## config.mk

```make
export PLATFORM = sky130hd
export DESIGN_NAME = adc_offset_calib_ema_conditioner_unit
export DESIGN_NICKNAME = d
export VERILOG_FILES = /design/src/aoc_pkg.sv /design/src/aoc_serial_mul.sv /design/src/aoc_serial_div.sv /design/src/adc_offset_calib_ema_conditioner_unit.sv
export SDC_FILE = /design/constraint.sdc
export NUM_CORES = 2
export LEC_CHECK = 0
export ABC_AREA = 1
export BUFFER_PORTS_ARGS = -buffer_cell sky130_fd_sc_hd__buf_2
export CAP_MARGIN = 25
export CORE_MARGIN = 4
export CORE_UTILIZATION = 30
export DETAILED_ROUTE_END_ITERATION = 10
export GPL_TIMING_DRIVEN = 0
export HOLD_SLACK_MARGIN = 0.03
export PLACE_DENSITY = 0.51
export SETUP_SLACK_MARGIN = 0.15
export SYNTH_ARGS = -nofsm -noshare
export SYNTH_HDL_FRONTEND = slang
export SYNTH_HIERARCHICAL = 1
export SYNTH_SLANG_ARGS = --single-unit
```

## constraint.sdc

```tcl
create_clock -name clk -period 9.07 [get_ports clk]
set_input_delay 0.4535 -clock clk [delete_from_list [all_inputs] [get_ports clk]]
set_output_delay 0.4535 -clock clk [all_outputs]
set_load 0.02 [all_outputs]
```

## src/aoc_pkg.sv

```systemverilog
// package for the adc offset calibration conditioner
// constants, widths and the control state type; no dependencies
`timescale 1ns / 1ps
package aoc_pkg;
    localparam int CalibSamplesDef = 1000;
    localparam int AdcBitsDef      = 12;
    localparam int ChannelsDef     = 4;
    localparam int NCH             = 4;
    localparam int CFG_IDX_W       = 2;
    localparam int CFG_DATA_W      = 24;
    localparam int IN_W            = 96;
    localparam int OUT_W           = 128;

    localparam logic [1:0] REG_ZERO   = 2'd0;
    localparam logic [1:0] REG_PALPHA = 2'd1;
    localparam logic [1:0] REG_CALPHA = 2'd2;
    localparam logic [1:0] REG_PERIOD = 2'd3;

    localparam logic [15:0] ZERO_RST   = 16'd29782;
    localparam logic [23:0] PALPHA_RST = 24'd16777;
    localparam logic [23:0] CALPHA_RST = 24'd1678;
    localparam logic [15:0] PERIOD_RST = 16'd25000;

    typedef enum logic [2:0] {
        ST_IDLE,
        ST_DIV,
        ST_POS,
        ST_CUR,
        ST_NEXT,
        ST_OUT
    } state_t;

    // serial multiplier request / response
    typedef struct packed {
        logic        start;
        logic [39:0] mcand;
        logic [23:0] mplier;
    } mul_req_t;

    typedef struct packed {
        logic        done;
        logic [63:0] prod;
    } mul_rsp_t;
endpackage

```

## src/aoc_serial_mul.sv

```systemverilog
// bit-serial unsigned multiplier, one multiplier bit per cycle
// uses aoc_pkg
`timescale 1ns / 1ps
module aoc_serial_mul (
    input  logic              clk,
    input  logic              rst_n,
    input  aoc_pkg::mul_req_t req,
    output aoc_pkg::mul_rsp_t rsp
);
    import aoc_pkg::*;

    logic [63:0] acc_reg, acc_next;
    logic [63:0] mc_reg, mc_next;
    logic [23:0] mp_reg, mp_next;
    logic [4:0]  cnt_reg, cnt_next;
    logic        busy_reg, busy_next;
    logic        done_reg, done_next;

    always_comb
    begin
        acc_next  = acc_reg;
        mc_next   = mc_reg;
        mp_next   = mp_reg;
        cnt_next  = cnt_reg;
        busy_next = busy_reg;
        done_next = 1'b0;
        if (req.start)
        begin
            acc_next  = '0;
            mc_next   = {24'd0, req.mcand};
            mp_next   = req.mplier;
            cnt_next  = '0;
            busy_next = 1'b1;
        end
        else if (busy_reg)
        begin
            if (mp_reg[0])
                acc_next = acc_reg + mc_reg;
            mc_next  = {mc_reg[62:0], 1'b0};
            mp_next  = {1'b0, mp_reg[23:1]};
            cnt_next = cnt_reg + 5'd1;
            if (cnt_reg == 5'd23)
            begin
                busy_next = 1'b0;
                done_next = 1'b1;
            end
        end
    end

    always_ff @(posedge clk or negedge rst_n)
    begin
        if (!rst_n)
        begin
            busy_reg <= 1'b0;
            done_reg <= 1'b0;
            cnt_reg  <= '0;
        end
        else
        begin
            busy_reg <= busy_next;
            done_reg <= done_next;
            cnt_reg  <= cnt_next;
        end
    end

    always_ff @(posedge clk)
    begin
        acc_reg <= acc_next;
        mc_reg  <= mc_next;
        mp_reg  <= mp_next;
    end

    assign rsp.done = done_reg;
    assign rsp.prod = acc_reg;
endmodule

```

## src/aoc_serial_div.sv

```systemverilog
// restoring divider, one quotient bit per cycle, unsigned 40 by 32 bits
// uses aoc_pkg for nothing but style; quotient and remainder registered
`timescale 1ns / 1ps
module aoc_serial_div (
    input  logic        clk,
    input  logic        rst_n,
    input  logic        start,
    input  logic [39:0] dividend,
    input  logic [31:0] divisor,
    output logic        done,
    output logic [39:0] quotient
);
    import aoc_pkg::*;

    logic [39:0] q_reg, q_next;
    logic [32:0] r_reg, r_next;
    logic [31:0] d_reg, d_next;
    logic [5:0]  cnt_reg, cnt_next;
    logic        busy_reg, busy_next;
    logic        done_reg, done_next;
    logic [32:0] trial;

    always_comb
    begin
        q_next    = q_reg;
        r_next    = r_reg;
        d_next    = d_reg;
        cnt_next  = cnt_reg;
        busy_next = busy_reg;
        done_next = 1'b0;
        trial     = {r_reg[31:0], q_reg[39]} - {1'b0, d_reg};
        if (start)
        begin
            q_next    = dividend;
            r_next    = '0;
            d_next    = divisor;
            cnt_next  = '0;
            busy_next = 1'b1;
        end
        else if (busy_reg)
        begin
            if (!trial[32])
            begin
                r_next = trial;
                q_next = {q_reg[38:0], 1'b1};
            end
            else
            begin
                r_next = {r_reg[31:0], q_reg[39]};
                q_next = {q_reg[38:0], 1'b0};
            end
            cnt_next = cnt_reg + 6'd1;
            if (cnt_reg == 6'd39)
            begin
                busy_next = 1'b0;
                done_next = 1'b1;
            end
        end
    end

    always_ff @(posedge clk or negedge rst_n)
    begin
        if (!rst_n)
        begin
            busy_reg <= 1'b0;
            done_reg <= 1'b0;
            cnt_reg  <= '0;
        end
        else
        begin
            busy_reg <= busy_next;
            done_reg <= done_next;
            cnt_reg  <= cnt_next;
        end
    end

    always_ff @(posedge clk)
    begin
        q_reg <= q_next;
        r_reg <= r_next;
        d_reg <= d_next;
    end

    assign done     = done_reg;
    assign quotient = q_reg;
endmodule

```

## src/adc_offset_calib_ema_conditioner_unit.sv

```systemverilog
// Offset calibration and EMA conditioning of four position and four current
// ADC channels. One sample set is taken at a time: per channel four serial
// multiplies for the two filters and one serial divide for the current,
// skipped when the denominator is not positive. The last calibration sample
// adds four serial divides for the offsets. The first CALIB_SAMPLES
// sets accumulate the current offset; calibrated then reads high. A result
// waits in the output register while the next set is already accepted.
`timescale 1ns / 1ps
module adc_offset_calib_ema_conditioner_unit #(
    parameter int CALIB_SAMPLES = aoc_pkg::CalibSamplesDef,
    parameter int ADC_BITS      = aoc_pkg::AdcBitsDef
) (
    input  logic                          clk,
    input  logic                          rst_n,
    input  logic                          cfg_we,
    input  logic [aoc_pkg::CFG_IDX_W-1:0] cfg_index,
    input  logic [aoc_pkg::CFG_DATA_W-1:0] cfg_data,
    input  logic                          s_axis_tvalid,
    output logic                          s_axis_tready,
    // pos_code_a..d, cur_code_a..d, 12 bits each
    input  logic [aoc_pkg::IN_W-1:0]      s_axis_tdata,
    output logic                          m_axis_tvalid,
    input  logic                          m_axis_tready,
    // pos_smooth_a..d, cur_smooth_a..d
    output logic [aoc_pkg::OUT_W-1:0]     m_axis_tdata,
    // calibrated, telemetry_due
    output logic [1:0]                    m_axis_tuser
);
    import aoc_pkg::*;

    localparam int CodeShift = 16 - ADC_BITS;
    localparam int CntW      = $clog2(CALIB_SAMPLES + 1);

    logic [15:0] zero_reg;
    logic [23:0] palpha_reg, calpha_reg;
    logic [15:0] period_reg;

    always_ff @(posedge clk or negedge rst_n)
    begin
        if (!rst_n)
        begin
            zero_reg   <= ZERO_RST;
            palpha_reg <= PALPHA_RST;
            calpha_reg <= CALPHA_RST;
            period_reg <= PERIOD_RST;
        end
        else if (cfg_we)
        begin
            unique case (cfg_index)
                REG_ZERO:   zero_reg   <= cfg_data[15:0];
                REG_PALPHA: palpha_reg <= cfg_data;
                REG_CALPHA: calpha_reg <= cfg_data;
                REG_PERIOD: period_reg <= cfg_data[15:0];
                default:    ;
            endcase
        end
    end

    state_t state_reg, state_next;
    logic [1:0]  ch_reg, ch_next;
    logic [1:0]  sub_reg, sub_next;
    logic        wait_reg, wait_next;
    logic [IN_W-1:0] in_reg, in_next;
    logic        in_full_reg, in_full_next;
    logic [27:0] acc_reg [NCH];
    logic [27:0] acc_next [NCH];
    logic [17:0] off_reg [NCH];
    logic [17:0] off_next [NCH];
    logic [35:0] pf_reg [NCH];
    logic [35:0] pf_next [NCH];
    logic [39:0] cf_reg [NCH];
    logic [39:0] cf_next [NCH];
    logic [CntW-1:0] cal_cnt_reg, cal_cnt_next;
    logic        cal_done_reg, cal_done_next;
    logic [15:0] tel_reg, tel_next;
    logic [63:0] t_reg, t_next;
    logic [16:0] q_reg, q_next;
    logic        neg_reg, neg_next;
    logic [OUT_W-1:0] res_reg, res_next;
    logic [OUT_W-1:0] od_reg, od_next;
    logic [1:0]  ou_reg, ou_next;
    logic        ov_reg, ov_next;
    logic        due_reg, due_next;

    mul_req_t mreq;
    mul_rsp_t mrsp;
    logic        dstart, ddone;
    logic [39:0] ddividend, dquot;
    logic [31:0] ddivisor;

    aoc_serial_mul u_mul (.clk(clk), .rst_n(rst_n), .req(mreq), .rsp(mrsp));
    aoc_serial_div u_div (
        .clk(clk), .rst_n(rst_n), .start(dstart), .dividend(ddividend),
        .divisor(ddivisor), .done(ddone), .quotient(dquot)
    );

    logic [15:0] pcode, ccode;
    logic signed [18:0] num, den;
    logic [18:0] num_mag;
    logic [63:0] sum_t;
    logic [40:0] cur_sat;
    logic [27:0] amag;
    logic signed [29:0] s_acc;
    logic [16:0] co;
    logic [20:0] po;

    always_comb
    begin
        state_next    = state_reg;
        ch_next       = ch_reg;
        sub_next      = sub_reg;
        wait_next     = wait_reg;
        in_next       = in_reg;
        in_full_next  = in_full_reg;
        acc_next      = acc_reg;
        off_next      = off_reg;
        pf_next       = pf_reg;
        cf_next       = cf_reg;
        cal_cnt_next  = cal_cnt_reg;
        cal_done_next = cal_done_reg;
        tel_next      = tel_reg;
        t_next        = t_reg;
        q_next        = q_reg;
        neg_next      = neg_reg;
        res_next      = res_reg;
        od_next       = od_reg;
        ou_next       = ou_reg;
        ov_next       = ov_reg;
        due_next      = due_reg;
        mreq          = '0;
        dstart        = 1'b0;
        ddividend     = '0;
        ddivisor      = '0;
        s_acc         = '0;
        amag          = '0;

        pcode   = 16'(in_reg[12*ch_reg +: 12]) << CodeShift;
        ccode   = 16'(in_reg[48 + 12*ch_reg +: 12]) << CodeShift;
        num     = 19'(ccode) - 19'(zero_reg)
                  - (cal_done_reg ? 19'(signed'(off_reg[ch_reg])) : 19'sd0);
        den     = 19'(zero_reg)
                  + (cal_done_reg ? 19'(signed'(off_reg[ch_reg])) : 19'sd0);
        num_mag = num[18] ? 19'(-num) : num;
        sum_t   = t_reg + mrsp.prod;
        cur_sat = neg_reg ? 41'(32768 - q_reg) : 41'(32768 + q_reg);
        po      = 21'((pf_reg[ch_reg] + 36'(1 << 19)) >> 20);
        co      = 17'(({1'b0, cf_reg[ch_reg]} + 41'(1 << 23)) >> 24);

        if (m_axis_tready && ov_reg)
            ov_next = 1'b0;
        if (s_axis_tvalid && !in_full_reg)
        begin
            in_next      = s_axis_tdata;
            in_full_next = 1'b1;
        end

        unique case (state_reg)
            ST_IDLE:
            begin
                if (in_full_reg)
                begin
                    if (!cal_done_reg && cal_cnt_reg < CntW'(CALIB_SAMPLES))
                    begin
                        for (int c = 0; c < NCH; c++)
                        begin
                            s_acc = 30'(signed'(acc_reg[c]))
                                    + 30'(16'(in_reg[48 + 12*c +: 12]) << CodeShift)
                                    - 30'(zero_reg);
                            if (s_acc > 30'sd134217727)
                                acc_next[c] = 28'h7ffffff;
                            else if (s_acc < -30'sd134217728)
                                acc_next[c] = 28'h8000000;
                            else
                                acc_next[c] = s_acc[27:0];
                        end
                        cal_cnt_next = cal_cnt_reg + CntW'(1);
                    end
                    ch_next   = '0;
                    wait_next = 1'b0;
                    if (!cal_done_reg
                        && cal_cnt_reg == CntW'(CALIB_SAMPLES - 1))
                        state_next = ST_DIV;
                    else
                        state_next = ST_POS;
                    sub_next = '0;
                end
            end
            ST_DIV:
            begin
                amag = acc_reg[ch_reg][27] ? 28'(-acc_reg[ch_reg]) : acc_reg[ch_reg];
                if (!wait_reg)
                begin
                    dstart    = 1'b1;
                    ddividend = 40'(amag) + 40'(CALIB_SAMPLES / 2);
                    ddivisor  = 32'(CALIB_SAMPLES);
                    wait_next = 1'b1;
                end
                else if (ddone)
                begin
                    off_next[ch_reg] = acc_reg[ch_reg][27] ? 18'(-dquot) : 18'(dquot);
                    wait_next = 1'b0;
                    ch_next   = ch_reg + 2'd1;
                    if (ch_reg == 2'(NCH - 1))
                    begin
                        cal_done_next = 1'b1;
                        state_next    = ST_POS;
                    end
                end
            end
            ST_POS:
            begin
                // sub 0: alpha*x, sub 1: (1-alpha)*f, then divide current
                if (!wait_reg)
                begin
                    mreq.start = 1'b1;
                    if (sub_reg == 2'd0)
                    begin
                        mreq.mcand  = 40'(pcode) << 20;
                        mreq.mplier = palpha_reg;
                    end
                    else
                    begin
                        mreq.mcand  = 40'(pf_reg[ch_reg]);
                        mreq.mplier = 24'(25'h1000000 - 25'(palpha_reg));
                    end
                    wait_next = 1'b1;
                    if (sub_reg == 2'd1 && palpha_reg == 24'd0)
                        mreq.mplier = 24'd0;
                end
                else if (mrsp.done)
                begin
                    wait_next = 1'b0;
                    if (sub_reg == 2'd0)
                    begin
                        t_next   = mrsp.prod + 64'(1 << 23);
                        sub_next = 2'd1;
                    end
                    else
                    begin
                        // alpha zero: 2^24 factor handled as shift of f
                        if (palpha_reg == 24'd0)
                            pf_next[ch_reg] = pf_reg[ch_reg];
                        else
                            pf_next[ch_reg] = 36'(sum_t >> 24);
                        sub_next   = 2'd2;
                        state_next = ST_CUR;
                    end
                end
            end
            ST_CUR:
            begin
                if (sub_reg == 2'd2)
                begin
                    if (den[18] || den == 19'sd0)
                    begin
                        q_next   = num[18] ? 17'd32768 : (num == 19'sd0 ? 17'd0 : 17'd32767);
                        neg_next = num[18];
                        sub_next = 2'd0;
                    end
                    else if (!wait_reg)
                    begin
                        dstart    = 1'b1;
                        ddividend = (40'(num_mag) << 15) + 40'(den[18:1]);
                        ddivisor  = 32'(den);
                        wait_next = 1'b1;
                        neg_next  = num[18];
                    end
                    else if (ddone)
                    begin
                        wait_next = 1'b0;
                        sub_next  = 2'd0;
                        if (neg_reg)
                            q_next = (dquot > 40'd32768) ? 17'd32768 : 17'(dquot);
                        else
                            q_next = (dquot > 40'd32767) ? 17'd32767 : 17'(dquot);
                    end
                end
                else if (!wait_reg)
                begin
                    mreq.start = 1'b1;
                    if (sub_reg == 2'd0)
                    begin
                        mreq.mcand  = cur_sat[39:0] << 24;
                        mreq.mplier = calpha_reg;
                    end
                    else
                    begin
                        mreq.mcand  = cf_reg[ch_reg];
                        mreq.mplier = 24'(25'h1000000 - 25'(calpha_reg));
                    end
                    wait_next = 1'b1;
                end
                else if (mrsp.done)
                begin
                    wait_next = 1'b0;
                    if (sub_reg == 2'd0)
                    begin
                        t_next   = mrsp.prod + 64'(1 << 23);
                        sub_next = 2'd1;
                    end
                    else
                    begin
                        if (calpha_reg != 24'd0)
                            cf_next[ch_reg] = 40'(sum_t >> 24);
                        state_next = ST_NEXT;
                    end
                end
            end
            ST_NEXT:
            begin
                res_next[16*ch_reg +: 16] = (po > 21'd65535) ? 16'hffff : po[15:0];
                res_next[64 + 16*ch_reg +: 16] =
                    ((co > 17'd65535) ? 16'hffff : co[15:0]) ^ 16'h8000;
                sub_next = '0;
                ch_next  = ch_reg + 2'd1;
                if (ch_reg == 2'(NCH - 1))
                    state_next = ST_OUT;
                else
                    state_next = ST_POS;
            end
            ST_OUT:
            begin
                if (!ov_reg || m_axis_tready)
                begin
                    od_next = res_reg;
                    if (32'(tel_reg) + 32'd1 >= 32'(period_reg))
                    begin
                        tel_next = '0;
                        due_next = 1'b1;
                    end
                    else
                    begin
                        tel_next = tel_reg + 16'd1;
                        due_next = 1'b0;
                    end
                    ou_next      = {due_next, cal_done_reg};
                    ov_next      = 1'b1;
                    in_full_next = 1'b0;
                    state_next   = ST_IDLE;
                end
            end
            default: state_next = ST_IDLE;
        endcase
    end

    // fresh filter states and control from reset; payload registers are not reset
    always_ff @(posedge clk or negedge rst_n)
    begin
        if (!rst_n)
        begin
            state_reg    <= ST_IDLE;
            ch_reg       <= '0;
            sub_reg      <= '0;
            wait_reg     <= 1'b0;
            in_full_reg  <= 1'b0;
            cal_cnt_reg  <= '0;
            cal_done_reg <= 1'b0;
            tel_reg      <= '0;
            ov_reg       <= 1'b0;
            due_reg      <= 1'b0;
            for (int c = 0; c < NCH; c++)
            begin
                acc_reg[c] <= '0;
                off_reg[c] <= '0;
                pf_reg[c]  <= '0;
                cf_reg[c]  <= 40'h8000000000;
            end
        end
        else
        begin
            state_reg    <= state_next;
            ch_reg       <= ch_next;
            sub_reg      <= sub_next;
            wait_reg     <= wait_next;
            in_full_reg  <= in_full_next;
            cal_cnt_reg  <= cal_cnt_next;
            cal_done_reg <= cal_done_next;
            tel_reg      <= tel_next;
            ov_reg       <= ov_next;
            due_reg      <= due_next;
            acc_reg      <= acc_next;
            off_reg      <= off_next;
            pf_reg       <= pf_next;
            cf_reg       <= cf_next;
        end
    end

    always_ff @(posedge clk)
    begin
        in_reg  <= in_next;
        t_reg   <= t_next;
        q_reg   <= q_next;
        neg_reg <= neg_next;
        res_reg <= res_next;
        od_reg  <= od_next;
        ou_reg  <= ou_next;
    end

    assign s_axis_tready = !in_full_reg;
    assign m_axis_tvalid = ov_reg;
    assign m_axis_tdata  = od_reg;
    assign m_axis_tuser  = ou_reg;
endmodule

```

# --- Word-level counts from Yosys, hierarchy flattened ---
# Index checks and enable logic that the tools add are counted.
classes:
  eq_ne: 33
  n_lt_le_gt_ge: 16
  shifts: 6
  mul: 1
  n_reduce_logical: 44
  bitwise_logic: 4
  muxes: 146
  n_addsub: 36
op_table:
  columns: ["op", "n"]
  rows:
  - ["2-to-1 mux 64 bit", 5]
  - ["2-to-1 mux 28 bit", 11]
  - ["bitwise mux 144 bit", 2]
  - ["2-to-1 mux 40 bit", 7]
  - ["bitwise mux 128 bit", 2]
  - ["variable shift 16 x 34 -> 128 bit, first input constant", 2]
  - ["variable part select 16 x 34 -> 128 bit", 2]
  - ["2-to-1 mux 65 bit", 3]
  - ["2-to-1 mux 16 bit", 11]
  - ["bitwise mux 160 bit", 1]
  - ["2-to-1 mux 144 bit", 1]
  - ["case mux 65 bit (2 select lines)", 1]
  - ["adder 64 bit", 2]
  - ["2-to-1 mux 32 bit", 4]
  - ["case mux 64 bit (2 select lines)", 1]
  - ["> comparator 30 x 28 -> 1 bit, second input constant", 4]
  - ["< comparator 30 x 28 -> 1 bit, second input constant", 4]
  - ["subtractor 29 x 17 -> 30 bit", 4]
  - ["adder 28 x 17 -> 29 bit", 4]
  - ["2-to-1 mux 36 bit", 3]
  - ["2-to-1 mux 35 bit", 3]
  - ["variable part select 96 x 7 -> 12 bit", 1]
  - ["variable part select 96 x 8 -> 12 bit", 1]
  - ["binary-select mux 40 bit (select 2 bit)", 1]
  - ["92 further kinds", 206]
totals:
  elab_cells: 335
  ff_bits: 1311

# --- Depth between registers and ports, before layout ---
logic_depth:
  word_depth: 14
  ltp_mapped: 55

# --- Modules after synthesis ---
# Netlist, hierarchy kept.
modules_own_cells:
  columns: ["mod", "area_per_inst_um2", "n_inst", "cells_each"]
  rows:
  - ["adc_offset_calib_ema_conditioner_unit", 65348.9, 1, 8459]
  - ["aoc_serial_mul", 12024.0, 1, 1976]
  - ["aoc_serial_div", 7263.2, 1, 1070]

# --- Least setup slack after synthesis ---
# No wires, ideal clock.
synth_timing:
  path_type: "flip-flop to flip-flop"
  from: "reg ch_reg[0]"
  to: "reg u_div.q_reg[32], in the netlist u_div/quotient[32], data pin"
  period_less_slack_ns: 6.891
  required_time_ns: 8.817
  arrival_time_ns: 6.639
  slack_ns: 2.179
  path_stages_with_launch: 53
  path_cell_list: "dfrtp_1 > inv_2 > buf_4 > buf_2 > buf_2 > buf_2 > buf_2 > buf_2 > buf_1 > nand2_1 > a21oi_1 > ha_1 > nand2_1 > nand2_1 > a21oi_1 > o21ai_0 > a31oi_1 > nor2_1 > [17 not listed] > buf_4 > nand2_1 > xnor2_1 > inv_1 > ha_1 > a21oi_1 > inv_1 > a31oi_1 > nor2_1 > inv_1 > nor2_4 > nand2_1 > nor2_1 > nand3_1 > nand2_1 > nor2_1 > nand2_1 > nand2_1"
synth_via:
  word_cells_on_any_way: 24
  cone_classes: "add/sub: 6; mul: 1; shift: 1; mux: 13; bitwise: 1; reduce/logical: 2"
synth_rtl:
  columns: ["element", "line", "text"]
  rows:
  - ["start, declared", "adc_offset_calib_ema_conditioner_unit.sv:60", "logic [1:0] ch_reg, ch_next;"]
  - ["start signal, assigned", "adc_offset_calib_ema_conditioner_unit.sv:372", "ch_reg <= ch_next;"]
  - ["parallel branches: the longest is 5 deep, another holds subtractor 16 x 16 -> 17 bit", null, null]
  - ["subtractor 19 bit (*)", "adc_offset_calib_ema_conditioner_unit.sv:140", "- (cal_done_reg ? 19'(signed'(off_reg[ch_reg])) : 19'sd0);"]
  - ["via num[18]", "adc_offset_calib_ema_conditioner_unit.sv:98", "logic signed [18:0] num, den;"]
  - ["2-to-1 mux 19 bit (*)", "adc_offset_calib_ema_conditioner_unit.sv:143", "num_mag = num[18] ? 19'(-num) : num;"]
  - ["adder 34 x 18 -> 35 bit (*)", "adc_offset_calib_ema_conditioner_unit.sv:263", "ddividend = (40'(num_mag) << 15) + 40'(den[18:1]);"]
  - ["2-to-1 mux 35 bit (*)", "adc_offset_calib_ema_conditioner_unit.sv:260", "else if (!wait_reg)"]
  - ["2-to-1 mux 35 bit (*)", "adc_offset_calib_ema_conditioner_unit.sv:254", "if (den[18] || den == 19'sd0)"]
  - ["2-to-1 mux 35 bit (*)", "adc_offset_calib_ema_conditioner_unit.sv:252", "if (sub_reg == 2'd2)"]
  - ["case mux 35 bit (2 select lines) (*)", "adc_offset_calib_ema_conditioner_unit.sv:157", "unique case (state_reg)"]
  - ["via ddividend[32]", "adc_offset_calib_ema_conditioner_unit.sv:88", "logic [39:0] ddividend, dquot;"]
  - ["2-to-1 mux 40 bit (*)", "aoc_serial_div.sv:32", "if (start)"]
  - ["via u_div.q_next[32]", "aoc_serial_div.sv:15", "logic [39:0] q_reg, q_next;"]
  - ["end signal, assigned", "aoc_serial_div.sv:79", "q_reg <= q_next;"]
  - ["end, declared", "aoc_serial_div.sv:15", null]
# Mark *: on every way through the listed nets, which the timed path passes. The select of a mux whose other input is x is not followed.
# A chain may end at the register's enable or synchronous reset.

# --- Worst setup path after layout ---
layout_timing:
  from: "reg ch_reg[1]"
  to: "reg u_div.q_reg[32], in the netlist u_div/quotient[32], data pin"
# Same word-level chain as after synthesis.

==> out/results.tsv <==
stage	metric	value	unit
layout	fin nets	12600	
grt	first-pass GRT wire length	499000	um
timing	RSZ-0062 raised after global routing	no	
logic_synthesis	yosys warns	6	
layout	fin util	0.351	
power_and_ir_drop	Leakage	46.4	nW
logic_synthesis	EDFF count, synth	571	
logic_synthesis	Syn Area/Cell	7.36	um2
timing	Final Setup Violations	0	
placement	Port-buffer cells	258	
critical_path	crit path capture type	flip-flop	
clock_network	Longest Clk Path Bufs	4	
hold_path	HP Class	input pin to flip-flop	
critical_path	critical path class	flip-flop to flip-flop	
logic_synthesis	xor and xnor area share after synthesis	0.0326	
layout	# fillers	30200	
power_and_ir_drop	Power Dens Cells	370	nW/um2
layout	ratio of cells with drive above 1 in the final layout	0.0796	
placement	RD Place Congestion	0.989	
layout	Largest register FFs	160	
floorplan	Top Ports	259	
logic_synthesis	synth top area cells	edfxtp_1 20%, dfrtp_1 17%, nand2_1 16%, inv_1 7.2%, ha_1 5.5%	
routing	Total Routed Length	342000	um
clock_network	Sink Count	1311	
critical_path	WP data required	9.73	ns
clock_network	Reg clk slew, reported paths	0.06	ns
logic_synthesis	simple-gate portion of the synthesized area	0.273	
critical_path	Crit. Startpoint	ch_reg[1]	
logic_synthesis	Seq/Total Area, Yosys	0.415	
timing	Rel. slew slack	0.246	
grt	largest net degree at the start of global routing	105	
clock_network	CTS Root Cell	clkbuf_16	
layout	commonest non-fill, non-tap cell in the layout	nand2_1	
logic_synthesis	Compound-Gate Fraction of Synth Area	0.117	
clock_network	CTS tree	done	
floorplan	row count	194	
floorplan	Die Ht	539	um
logic_synthesis	main combinational cell family by area after synthesis	simple AND/OR/NAND/NOR gates	
power_and_ir_drop	Total Power	0.0364	W
timing	fin crit period	8.55	ns
logic_synthesis	Syn Inst Count	11500	
logic_synthesis	Netlist cell types	74	
timing	Slew Limit Fails	0	
critical_path	worst-path fanout max	14	
logic_synthesis	Async S/R FF share, synth	0.473	
power_and_ir_drop	maximum vdd ir drop	199	uV
timing	Final Skew	0.112	ns
grt	gr ovfl total	0	
critical_path	r2r endpoint	u_div/quotient[32]	
grt	initial antenna violation count	19	
layout	most frequent cells in the layout	3557 x nand2_1, 1621 x inv_1, 1033 x nor2_1	
placement	pre-CTS setup slack	-1.68	ns
grt	GRT Util Overall	0.227	
routing	antenna-violating nets left	0	
timing	Hold WS	0.103	ns
grt	number of global-route vias before repair	74700	
logic_synthesis	top cell type by total area after synthesis	edfxtp_1	
routing	Pre-Repair DR Iteration Count	8	
clock_network	TritonCTS Buffers	166	
run_status	status	finished, final reports clean	
critical_path	crit start category	flip-flop	
hold_path	hold_sp	cfg_index[1]	
logic_synthesis	Post-synth top flop	dfrtp_1	
logic_synthesis	synthesis-stage register bit count	1311	
placement	dpl hpwl	270000	um
timing	Least-Margin Pin Slew	1.12	ns
timing	Final Hold Violating Endpoints	0	
routing	DR iter-0 viols	7858	
floorplan	Die Area	291000	um2
floorplan	DIE WIDTH	539	um
clock_network	CTS H-tree lvls	4	
logic_synthesis	adder-cell share of the synthesized area	0.0682	
critical_path	Crit path top cell by count	nand2_1	
critical_path	R2R Setup Slk	0.52	ns
routing	DRC Markers	0	
layout	P&R area growth vs syn	16.1	%
logic_synthesis	post-synth top area share	0.203	
clock_network	clock latency on the worst-skew pair	0.89	ns
critical_path	R2R Path Start	ch_reg[1]	
timing	fin crit share	0.942	
routing	routed vias/inst	4.94	
critical_path	CP max stage delay	0.55	ns
routing	WL/cell	21.4	um
critical_path	CP max stage cell	dfrtp_2	
critical_path	crit path DAT	9.21	ns
floorplan	core box area	280000	um2
flow_run	max_cap viols	0	
critical_path	Setup crit end	u_div/quotient[32]	
floorplan	starting density of the core	0.302	
critical_path	Worst Reg-to-Reg Cells	50	
logic_synthesis	synthesized cell area	84600	um2
logic_synthesis	mux share of post-synthesis cell area	0	
timing	Setup WS post-layout	0.524	ns
timing	max frequency	0.117	GHz
routing	via count	78800	
routing by layer:
layer / wire, um / part of all wire / track usage
met1: 152000 / 0.44 / 0.311
met2: 150000 / 0.44 / 0.357
met3: 23300 / 0.068 / 0.0352
met4: 16700 / 0.049 / 0.0970
met5: 63 / 0.00018 / 0
kinds of logic after synthesis:
group	after synthesis
AND/OR/NAND/NOR	5648
buffers and inverters	2025
XOR/XNOR	315
flip-flops	1311
other	1
AO/OA/AOI/OAI	1778
adder cells (fa/ha/maj)	427
Yosys cell counts, types with 15 or more instances:
master / instances
edfxtp_1: 571
buf_4: 26
a22oi_1: 46
o211ai_1: 27
nand3_2: 16
a32o_1: 15
inv_2: 36
a21o_1: 23
dfstp_2: 29
buf_6: 18
nand2_1: 3558
o21ai_0: 727
a31oi_1: 30
a21oi_1: 612
clkbuf_1: 194
dfrtp_1: 591
nand3_1: 623
buf_2: 87
fa_1: 57
nor2_2: 45
xnor2_1: 116
ha_1: 370
o21bai_1: 28
o22ai_1: 132
nand4_1: 95
nor2_1: 1039
inv_1: 1622
xor2_1: 199
nand3b_1: 20
nor3_1: 98
o21ai_1: 34
nand2_2: 49
buf_1: 29
dfxtp_1: 120
nor4_1: 42
area by class of cell:
cell class / count / area (um2) / share of cell area
repair buffers: 402 / 3010 / 0.0306
inverters: 1670 / 6270 / 0.0638
clock buffers: 209 / 4600 / 0.0468
diodes: 8 / 20.0 / 0.000204
plain buffers: 353 / 1890 / 0.0192
clock inverters: 85 / 927 / 0.00943
flip-flops and latches: 1311 / 35100 / 0.357
multi-input cells: 8188 / 41800 / 0.425
well taps: 3724 / 4660 / 0.0474
through the flow:
step / instances / setup TNS, ns / area (um2)
6_report: 16000 / 0 / 98300
5_1_grt: 15900 / 0 / 98300
4_1_cts: 15900 / 0 / 98100
3_5_place_dp: 15500 / -101.75 / 91300
3_3_place_gp: 15500 / -4451.08 / 90700
2_1_floorplan: 11500 / 0 / 84700
what timing repair did:
item,4_1_cts,5_1_grt
buffers inserted,2,2
endpoints found under the hold margin,216,0
hold buffers,106,0
pin swaps,3,4
setup endpoints to repair,128,56
gates resized for setup,59,46
gates cloned,0,0
power breakdown:
| part | internal (W) | switching [W] | leakage, nW |
|---|---|---|---|
| registers | 0.00729 | 0.00112 | 14.3 |
| logic | 0.00646 | 0.0147 | 29.3 |
| clock network | 0.00408 | 0.00278 | 2.72 |
| total | 0.0178 | 0.0186 | 46.4 |
how the worst min path moves through the flow:
stage | depth (start not counted) | endpoint
final | 4 | period_reg[15]
after global routing | 3 | period_reg[4]
after CTS | 3 | calpha_reg[4]
after detailed placement | 0 | m_axis_tdata[114]
after global placement | 0 | m_axis_tdata[61]
after floorplan | 0 | acc_reg[0]
critical path, delay by kind of cell, from the launching register on:
family | cells | cell delay, ns
adder cells (fa/ha/maj) | 3 | 1.07
AO/OA/AOI/OAI | 9 | 1.59
AND/OR/NAND/NOR | 21 | 2.06
XOR/XNOR | 2 | 0.43
flip-flops | 1 | 0.55
buffers and inverters | 15 | 2.60
(Power assumes the default switching activity.)
